`config.mk`:
```
export PLATFORM = sky130hd
export DESIGN_NAME = rost_sdiv
export DESIGN_NICKNAME = d
export VERILOG_FILES = /design/src/rtl/rost_pkg.sv /design/src/rtl/rost_sdiv.sv
export SDC_FILE = /design/constraint.sdc
export NUM_CORES = 1
export LEC_CHECK = 0
export BUFFER_PORTS_ARGS = -buffer_cell sky130_fd_sc_hd__buf_2
export CAP_MARGIN = 25
export CORE_MARGIN = 8
export CORE_UTILIZATION = 61
export CTS_BUF_LIST = sky130_fd_sc_hd__clkbuf_8
export DETAILED_ROUTE_END_ITERATION = 7
export PLACE_DENSITY = 0.83
export SLEW_MARGIN = 30
export SYNTH_ARGS = -nofsm -noshare
export SYNTH_HDL_FRONTEND = slang
export SYNTH_SLANG_ARGS = --single-unit
```
`constraint.sdc`:
```
create_clock -name clk -period 8.67 [get_ports clk]
set_clock_uncertainty 0.1 [all_clocks]
set_input_delay 1.734 -clock clk [delete_from_list [all_inputs] [get_ports clk]]
set_output_delay 1.734 -clock clk [all_outputs]
set_load 0.05 [all_outputs]
```
`src/rtl/rost_pkg.sv`:
```
// Shared types and constants for the ray/oriented-box slab test.
// Used by rost_smul, rost_sdiv and ray_obb_slab_test; no dependencies.
package rost_pkg;

    localparam int DATA_W    = 32;            // width of every Q-format field
    localparam int VEC       = 3;             // components per vector
    localparam int IN_W      = 11 * DATA_W;   // packed input payload
    localparam int OUT_W     = 32;            // distance padded to whole bytes
    localparam int DIST_W    = 31;
    localparam int CFG_W     = 16;
    localparam int MUL_STEPS = 32;            // one multiplier bit per cycle
    localparam int DIV_STEPS = 32;            // one quotient bit per cycle
    localparam int STEP_W    = 6;

    localparam logic CMD_START = 1'b0;
    localparam logic CMD_SLAB  = 1'b1;

    localparam logic signed [DATA_W-1:0] Q_MAX = 32'sh7FFF_FFFF;
    localparam logic signed [DATA_W-1:0] Q_MIN = 32'sh8000_0000;

    // Sequencer strobes for the serial arithmetic units
    typedef struct packed {
        logic load;
        logic init;
        logic step;
        logic last;
    } serial_ctl_t;

    typedef enum logic [2:0] {
        ST_IDLE,
        ST_MUL,
        ST_SUM,
        ST_PREP,
        ST_DIV,
        ST_ORD,
        ST_UPD,
        ST_EMIT
    } state_t;

endpackage

```
`src/rtl/rost_sdiv.sv`:
```
// Bit-serial restoring divider: saturated fixed-point quotient (n << FRAC_BITS) / d.
// Depends on rost_pkg for the control struct and constants.
module rost_sdiv #(
    parameter int FRAC_BITS = 16,
    parameter int NUM_W     = 50
) (
    input  logic                               clk,
    input  rost_pkg::serial_ctl_t              ctl,
    input  logic [NUM_W-1:0]                   num_mag,
    input  logic [NUM_W-1:0]                   den_mag,
    input  logic                               neg,
    output logic signed [rost_pkg::DATA_W-1:0] quot
);
    import rost_pkg::*;

    localparam int SH = DATA_W - FRAC_BITS;

    logic [NUM_W-1:0]  num_reg;
    logic [NUM_W-1:0]  den_reg;
    logic              neg_reg;
    logic              ovf_reg;
    logic [NUM_W-1:0]  rem_reg;
    logic [DATA_W-1:0] dig_reg;
    logic [DATA_W-1:0] quo_reg;
    logic [NUM_W:0]    part;
    logic [NUM_W:0]    diff;
    logic              fits;
    logic              sat;

    // Trial subtract for one quotient bit
    always_comb
    begin
        part = {rem_reg, dig_reg[DATA_W-1]};
        fits = (part >= {1'b0, den_reg});
        diff = part - {1'b0, den_reg};
    end

    // Load operands, check for overflow, then one quotient bit per step
    always_ff @(posedge clk)
    begin
        if (ctl.load)
        begin
            num_reg <= num_mag;
            den_reg <= den_mag;
            neg_reg <= neg;
        end
        else if (ctl.init)
        begin
            // quotient >= 2^32 when n >= d << SH; otherwise the top bits are zero
            ovf_reg <= ({{SH{1'b0}}, num_reg} >= {den_reg, {SH{1'b0}}});
            rem_reg <= num_reg >> SH;
            dig_reg <= {num_reg[SH-1:0], {FRAC_BITS{1'b0}}};
            quo_reg <= '0;
        end
        else if (ctl.step)
        begin
            rem_reg <= fits ? diff[NUM_W-1:0] : part[NUM_W-1:0];
            dig_reg <= {dig_reg[DATA_W-2:0], 1'b0};
            quo_reg <= {quo_reg[DATA_W-2:0], fits};
        end
    end

    // Apply the sign and clamp to the signed 32-bit range
    always_comb
    begin
        sat = ovf_reg | quo_reg[DATA_W-1];
        if (neg_reg)
        begin
            quot = sat ? Q_MIN : $signed(-quo_reg);
        end
        else
        begin
            quot = sat ? Q_MAX : $signed(quo_reg);
        end
    end

endmodule
```
Word-level counts from Yosys, hierarchy flattened
Cells that the tools add are included.
- bits in registers: 215
- input port bits: 106
- output and inout bits: 32
- order comparisons: 2
- bitwise gates (word level): 2
- mux-type cells: 9
- add/sub/neg operators: 2
- reduce and logical (&&, ||, !) cells: 3
- operator list (operator ; count):
    $mux 32 ; 6
    $mux 50 ; 2
    $ge 50x66->1 ; 1
    $ge 51x50->1 ; 1
    $sub 50x50->50 ; 1
    $mux 34 ; 1
    $neg 32->32 ; 1
    $reduce_and 2->1 ; 2
    $reduce_bool 2->1 ; 1
    $not 1->1 ; 1
    $or 1x1->1 ; 1

Logic depth before layout (Yosys ltp)
Gate-level depths: netlist of run 1.
- depth after elaboration: 4
- gate-level depth with buffers: 18

Least setup slack after synthesis of run 1
No wires, ideal clock.
- path kind: input to register
- start point: input ctl[2] (netlist name)
- end point: register dig_reg[16] (enable)
- setup slack: 1.662 ns
- library setup time: 0.555 ns
- stages: 4
- data arrival time: 6.353 ns
- cell sequence: clkbuf_1 > clkbuf_1 > nor2_1 > nor2_1
- cells in the longest elaborated chain, start to end: 2
- RTL lines (what ; RTL line ; text):
    start, declared ; rost_sdiv.sv:8 ; input rost_pkg::serial_ctl_t ctl,
    $reduce_bool 2->1 (no line) ; - ;
    $reduce_and 2->1 (no line) ; - ;
    end signal, assigned ; rost_sdiv.sv:52 ; dig_reg <= {num_reg[SH-1:0], {FRAC_BITS{1'b0}}};
    end signal, assigned ; rost_sdiv.sv:58 ; dig_reg <= {dig_reg[DATA_W-2:0], 1'b0};
    end, declared ; rost_sdiv.sv:23 ; logic [DATA_W-1:0] dig_reg;
No other way between the ends.
A chain may end at the register's enable or synchronous reset.

Worst setup path after layout of run 1
- start point: register quo_reg[16]
- end point: output quot[25] (netlist name)
- cells in the longest elaborated chain, start to end: 3
- RTL lines (what ; RTL line ; text):
    start, declared ; rost_sdiv.sv:24 ; logic [DATA_W-1:0] quo_reg;
    start signal, assigned ; rost_sdiv.sv:59 ; quo_reg <= {quo_reg[DATA_W-2:0], fits};
    $neg 32->32 ; rost_sdiv.sv:69 ; quot = sat ? Q_MIN : $signed(-quo_reg);
    $mux 32 ; rost_sdiv.sv:69 ;
    $mux 32 ; rost_sdiv.sv:67 ; if (neg_reg)
    end, declared ; rost_sdiv.sv:12 ; output logic signed [rost_pkg::DATA_W-1:0] quot
No other way between the ends.

==> results of run 1 <==
-- through the flow --
step	worst slack (ns)	power [mW]	area, sq um
6_report	3.38	2.68	13400
5_1_grt	3.13	2.83	13400
4_1_cts	3.37	2.68	13400
3_5_place_dp	3.92	2.08	12900
3_3_place_gp	4.00	2.05	12900
2_1_floorplan	1.66	1.89	12200
-- layout by cell type, fill, tap and decap left out, drive strengths merged, types with 8 or more instances in the layout --
master  synthesis  routed
a21o           41      41
a21oi          96      96
a41oi           8       8
buf            16     141
clkbuf         47      17
edfxtp        200     200
ha             85      85
inv            59      65
mux2           23      23
mux2i           8       8
nand2          87      87
nand2b         14      14
nand3          17      17
nand4          24      24
nor2          114     114
nor2b          48      48
nor3           10      10
nor4           13      13
o21ai          74      74
o31ai          14      14
xnor2          27      27
xor2           44      44
-- cell type report --
cell class                      count  area, sq um
Clock buffer                       17          234
Clock inverter                     15          183
Fill cell                        1477         6150
Inverter                           59          221
Multi-Input combinational cell    844         5670
Sequential cell                   200         6010
Tap cell                          265          332
Timing Repair Buffer              141          734
-- critical path, cell delays in order, from the launching register on --
cell	delay [ns]
edfxtp_1	0.45
or4_1	0.60
or4b_1	0.55
or3_1	0.35
nor2_1	0.13
nand2_1	0.15
o31ai_1	0.27
xor2_1	0.18
buf_2	0.28
-- layer usage --
metal	up-vias	global-route usage, %	share of wire (%)	wire [um]
li1	4457	-	-	-
met1	4223	29.6	46	12100
met2	362	33.6	45	12000
met3	36	4.39	7.1	1870
met4	0	6.03	1.6	435
met5	-	0	0	0
-- worst max path at each step --
stage                      startpoint          end  cells after the start
after CTS                 quo_reg[16]     quot[25]                      8
final                     quo_reg[16]     quot[25]                      8
after detailed placement  quo_reg[16]     quot[25]                      8
after floorplan                ctl[2]  dig_reg[16]                      4
after global placement    quo_reg[16]     quot[29]                      8
after global routing      quo_reg[14]     quot[27]                      8
-- power groups by stage --
stage | clock (mW) | combinational, mW | sequential [mW]
5_1_grt | 0.656 | 0.938 | 1.23
3_5_place_dp | 0 | 0.830 | 1.25
4_1_cts | 0.618 | 0.838 | 1.23
6_report | 0.608 | 0.848 | 1.22
2_1_floorplan | 0 | 0.664 | 1.23
3_3_place_gp | 0 | 0.808 | 1.24
-- kinds of logic (layout without fill, tap and decap cells) --
kind of cell               after synthesis  in the layout  synth area share, %
AOI/OAI and AO/OA                      295            295                 15.3
xor gates and xnor gates                71             71                 5.10
adders and majority gates               86             86                 8.89
buffers and inverters                  122            232                 4.26
DFF                                    200            200                 49.3
muxes                                   31             31                 2.78
and+or+nand+nor                        361            361                 14.4
==> flow_metrics.env, run 1 <==
export IMPL_row_count=51
export IMPL_slew_viol_final=0
export IMPL_vias_per_cell=5.89
export IMPL_relSlewSlack_pct=40.7
export IMPL_synth_commonest_cells="200 x edfxtp_1, 114 x nor2_1, 96 x a21oi_1"
export IMPL_hp_class="reg2reg"
export IMPL_syn_area_sq_mm=0.0122
export IMPL_synthCells=1166
export IMPL_grt_pass1_vias=8666
export IMPL_ant_nets=0
export IMPL_hold_ws_ns=0.461
export IMPL_grt_first_pass_wirelength_mm=42.6
export IMPL_wirelength_mm=26.4
export IMPL_die_area_sq_mm=0.0248
export IMPL_status="finished clean"
export IMPL_r2r_end="rem_reg[3]"
export IMPL_yosys_cell_count_top_type="edfxtp_1"
export IMPL_p_sw_mw=0.937
export IMPL_synth_edf_count=200
export IMPL_p_int_mw=1.74
export IMPL_crit_type="reg2out"
export IMPL_worst_ep_arrival_time_ns=3.45
export IMPL_stdcell_count=1541
export IMPL_portBuffers=136
export IMPL_finalCritPeriodShare_pct=61.0
export IMPL_cp_end_kind="primary output"
export IMPL_gp_routability_congestion=0.891
export IMPL_pwr_share_seq_pct=45.7
export IMPL_cts_hold_buffers=0
export IMPL_antenna_found_initial=0
export IMPL_place_hpwl_mm=19.2
export IMPL_die_w_um=157
export IMPL_cts_reportedPaths_clkPinSlew_ns=0.11
export IMPL_max_slew_worst_pin_slew_ns=0.890
export IMPL_rr_worst_depth=14
export IMPL_rsz0062_at_grt="no"
export IMPL_r2r_slack_ns=4.16
export IMPL_cts_tree="yes"
export IMPL_root_buffer="clkbuf_8"
export IMPL_post_cts_setup_buffers=0
export IMPL_p_per_area_mw_per_mm2=200
export IMPL_die_h_um=157
export IMPL_core_area_sq_mm=0.0195
export IMPL_ys_async_sr_fraction_pct=0
export IMPL_grt_max_degree=90
export IMPL_hold_depth=1
export IMPL_combPwrFrac_pct=31.6
export IMPL_setup_viol=0
export IMPL_n_antenna_cell=0
export IMPL_final_util_pct=68.5
export IMPL_placed_cells=1508
export IMPL_finalNetCount=1455
export IMPL_synth_seq_cells=200
export IMPL_vdd_drop_max_mv=0.133
export IMPL_syn_nets=1358
export IMPL_holdCritStartpoint="dig_reg[26]"
export IMPL_startpoint_type="flop"
export IMPL_clock_latency_ns=0.48
export IMPL_cts_resized_gates=0
export IMPL_switching_share_pct=35.0
export IMPL_fin_setup_tns_ns=0
export IMPL_yosys_area_top_type="edfxtp_1"
export IMPL_clk_path_buf_depth=2
export IMPL_hold_violations=0
export IMPL_min_delay_worst_endpoint="dig_reg[27]"
export IMPL_crit_fanout=5
export IMPL_grt_overflow_total=0
export IMPL_synthToLayoutAreaGrowth_pct=9.80
export IMPL_drc_errors=0
export IMPL_globalRouteTotalUtil_pct=21.4
export IMPL_synthTopCellsByArea="edfxtp_1 49%, ha_1 8.7%, a21oi_1 3.9%"
export IMPL_leakage_nw=5.49
export IMPL_drive_gt1_share_pct=16.1
export IMPL_fmax_ghz=0.189
export IMPL_r2r_start="den_reg[9]"
export IMPL_pin_count=138
export IMPL_vias=9078
export IMPL_period_minus_slack_ns=5.29
export IMPL_first_pass_iters=5
export IMPL_synth_ff_type="edfxtp_1"
export IMPL_htree_num_levels=4
export IMPL_cts_made_buffers=17
export IMPL_synth_avg_cell_area_sq_um=10.4
export IMPL_clock_sinks=200
export IMPL_clkPwrFrac_pct=22.7
export IMPL_yosysTopAreaCellShare_pct=49.3
export IMPL_cap_violations=0
export IMPL_initial_core_util_pct=62.4
export IMPL_crit_required_ns=6.84
export IMPL_yosysWarnings=0
export IMPL_yosysUniqueCellTypes=61
export IMPL_dr_first_iter_drc_count=747
export IMPL_seq_area_frac_synth_pct=49.3
export IMPL_wl_per_cell_um=17.1
(Power assumes the default switching activity.)
==> run 2, diff against run 1 <==
--- a/config.mk
+++ b/config.mk
@@ -8,10 +8,10 @@
 export BUFFER_PORTS_ARGS = -buffer_cell sky130_fd_sc_hd__buf_2
 export CAP_MARGIN = 25
 export CORE_MARGIN = 8
-export CORE_UTILIZATION = 61
+export CORE_UTILIZATION = 55
 export CTS_BUF_LIST = sky130_fd_sc_hd__clkbuf_8
 export DETAILED_ROUTE_END_ITERATION = 7
-export PLACE_DENSITY = 0.83
+export PLACE_DENSITY = 0.79
 export SLEW_MARGIN = 30
 export SYNTH_ARGS = -nofsm -noshare
 export SYNTH_HDL_FRONTEND = slang
==> constraint.sdc (replaced) <==
create_clock -name clk -period 4.39 [get_ports clk]
set_clock_uncertainty 0.1 [all_clocks]
set_input_delay 0.878 -clock clk [delete_from_list [all_inputs] [get_ports clk]]
set_output_delay 0.878 -clock clk [all_outputs]
set_load 0.05 [all_outputs]
==> run 2 against run 1 <==
  * Clock power up 110%
  * Via count about the same
  * Critical path type unchanged
  * Critical path depth unchanged
  * Largest power group unchanged
==> flow_metrics.env, run 2 (same netlist as run 1, synthesis figures left out) <==
export IMPL_status="finished clean"
export IMPL_finalCritPeriodShare_pct=97.3
export IMPL_first_pass_iters=5
export IMPL_p_per_area_mw_per_mm2=397
export IMPL_setup_viol=0
export IMPL_antenna_found_initial=1
export IMPL_wirelength_mm=26.9
export IMPL_die_w_um=165
export IMPL_relSlewSlack_pct=46.0
export IMPL_max_slew_worst_pin_slew_ns=0.809
export IMPL_initial_core_util_pct=56.0
export IMPL_pin_count=138
export IMPL_stdcell_count=1564
export IMPL_fmax_ghz=0.234
export IMPL_grt_first_pass_wirelength_mm=42.8
export IMPL_grt_pass1_vias=8742
export IMPL_worst_ep_arrival_time_ns=3.29
export IMPL_htree_num_levels=4
export IMPL_die_area_sq_mm=0.0272
export IMPL_crit_type="reg2out"
export IMPL_final_common_cell="edfxtp_1"
export IMPL_cts_reportedPaths_clkPinSlew_ns=0.12
export IMPL_period_minus_slack_ns=4.27
export IMPL_vias=9085
export IMPL_die_h_um=165
export IMPL_portBuffers=136
export IMPL_cts_hold_buffers=0
export IMPL_placed_cells=1528
export IMPL_core_area_sq_mm=0.0218
export IMPL_clock_sinks=200
export IMPL_row_count=54
export IMPL_hold_violations=0
export IMPL_root_buffer="clkbuf_8"
export IMPL_leakage_nw=5.56
export IMPL_grt_overflow_total=0
export IMPL_n_antenna_cell=0
export IMPL_crit_required_ns=3.41
export IMPL_drc_errors=0
export IMPL_rsz0062_at_grt="yes"
export IMPL_crit_fanout=4
export IMPL_ant_nets=0
export IMPL_final_cell_mix="200 x edfxtp_1, 129 x buf_2, 112 x nor2_1"
export IMPL_cts_tree="yes"
export IMPL_vias_per_cell=5.81
export IMPL_place_hpwl_mm=19.6
export IMPL_wl_per_cell_um=17.2
export IMPL_startpoint="quo_reg[17]"
export IMPL_fin_setup_tns_ns=0
export IMPL_holdCritStartpoint="den_mag[43]"
export IMPL_slew_viol_final=0
export IMPL_synthToLayoutAreaGrowth_pct=11.1
export IMPL_clock_latency_ns=0.49
export IMPL_cp_end_kind="primary output"
export IMPL_clk_path_buf_depth=2
export IMPL_startpoint_type="flop"
export IMPL_finalNetCount=1463
export IMPL_cap_violations=0
export IMPL_gp_routability_congestion=0.901
export IMPL_grt_max_degree=99
export IMPL_cts_made_buffers=17
export IMPL_vdd_drop_max_mv=0.272
export IMPL_hp_class="in2reg"
export IMPL_drive_gt1_share_pct=17.2
export IMPL_dr_first_iter_drc_count=812
export IMPL_globalRouteTotalUtil_pct=19.8
export IMPL_r2r_start="den_reg[9]"
==> run 2: cell types whose count changed in the layout (fill, tap and decap cells not counted), sizes merged <==
cell	previous run	this run
buf	141	148
clkbuf	17	18
clkinv	7	6
inv	65	66
==> run 2: final timing paths <==
path / to / slack [ns] / cells after the start
max: quot[26] / 0.12 / 8
max reg2reg: rem_reg[22] / 0.33 / 14
min reg2reg: dig_reg[27] / 0.47 / 1
min: den_reg[43] / 0.45 / 1
==> run 2: cell type report <==
type / instances / area, sq um
multi-input cells: 844 / 5700
inverters: 59 / 221
well taps: 280 / 350
repair buffers: 149 / 828
clock buffers: 17 / 234
flip-flops and latches: 200 / 6010
clock inverters: 15 / 200
fillers: 1780 / 8220
==> run 2: routing by layer <==
layer  GRT usage [%]  wire length, um
met1            26.5            12300
met2            31.6            12400
met3            3.99             1530
met4            7.13              703
met5               0               13
==> run 2: worst max-delay path: stages (launching register included) <==
cell,delay [ns]
edfxtp_1,0.44
or4_1,0.59
or4b_4,0.52
or3_1,0.35
nor2_2,0.14
nand2_1,0.12
o21ai_0,0.23
xor2_1,0.20
buf_4,0.23
==> run 2: per-stage QoR <==
stage	util [%]	power (mW)	worst slack, ns	instance area, sq um	hold WS (ns)
after floorplan	-	3.73	0.386	12200	0.422
after global placement	59.9	4.08	0.501	13000	0.433
after detailed placement	59.9	4.13	0.453	13000	0.438
after CTS	62.0	5.39	0.0163	13500	0.423
after global routing	62.2	5.67	-0.0485	13500	0.421
final	62.2	5.38	0.120	13500	0.452
==> run 2: what timing repair did <==
item / 4_1_cts / 5_1_grt
setup buffers: 2 / 1
gates resized for setup: 4 / 8
setup endpoints to repair: 4 / 11
==> run 2: power by group <==
group	total, mW	internal, mW	switching [mW]
clock	1.26	0.495	0.764
combinational	1.71	0.664	1.04
sequential	2.42	2.32	0.0978
total	5.38	3.48	1.90
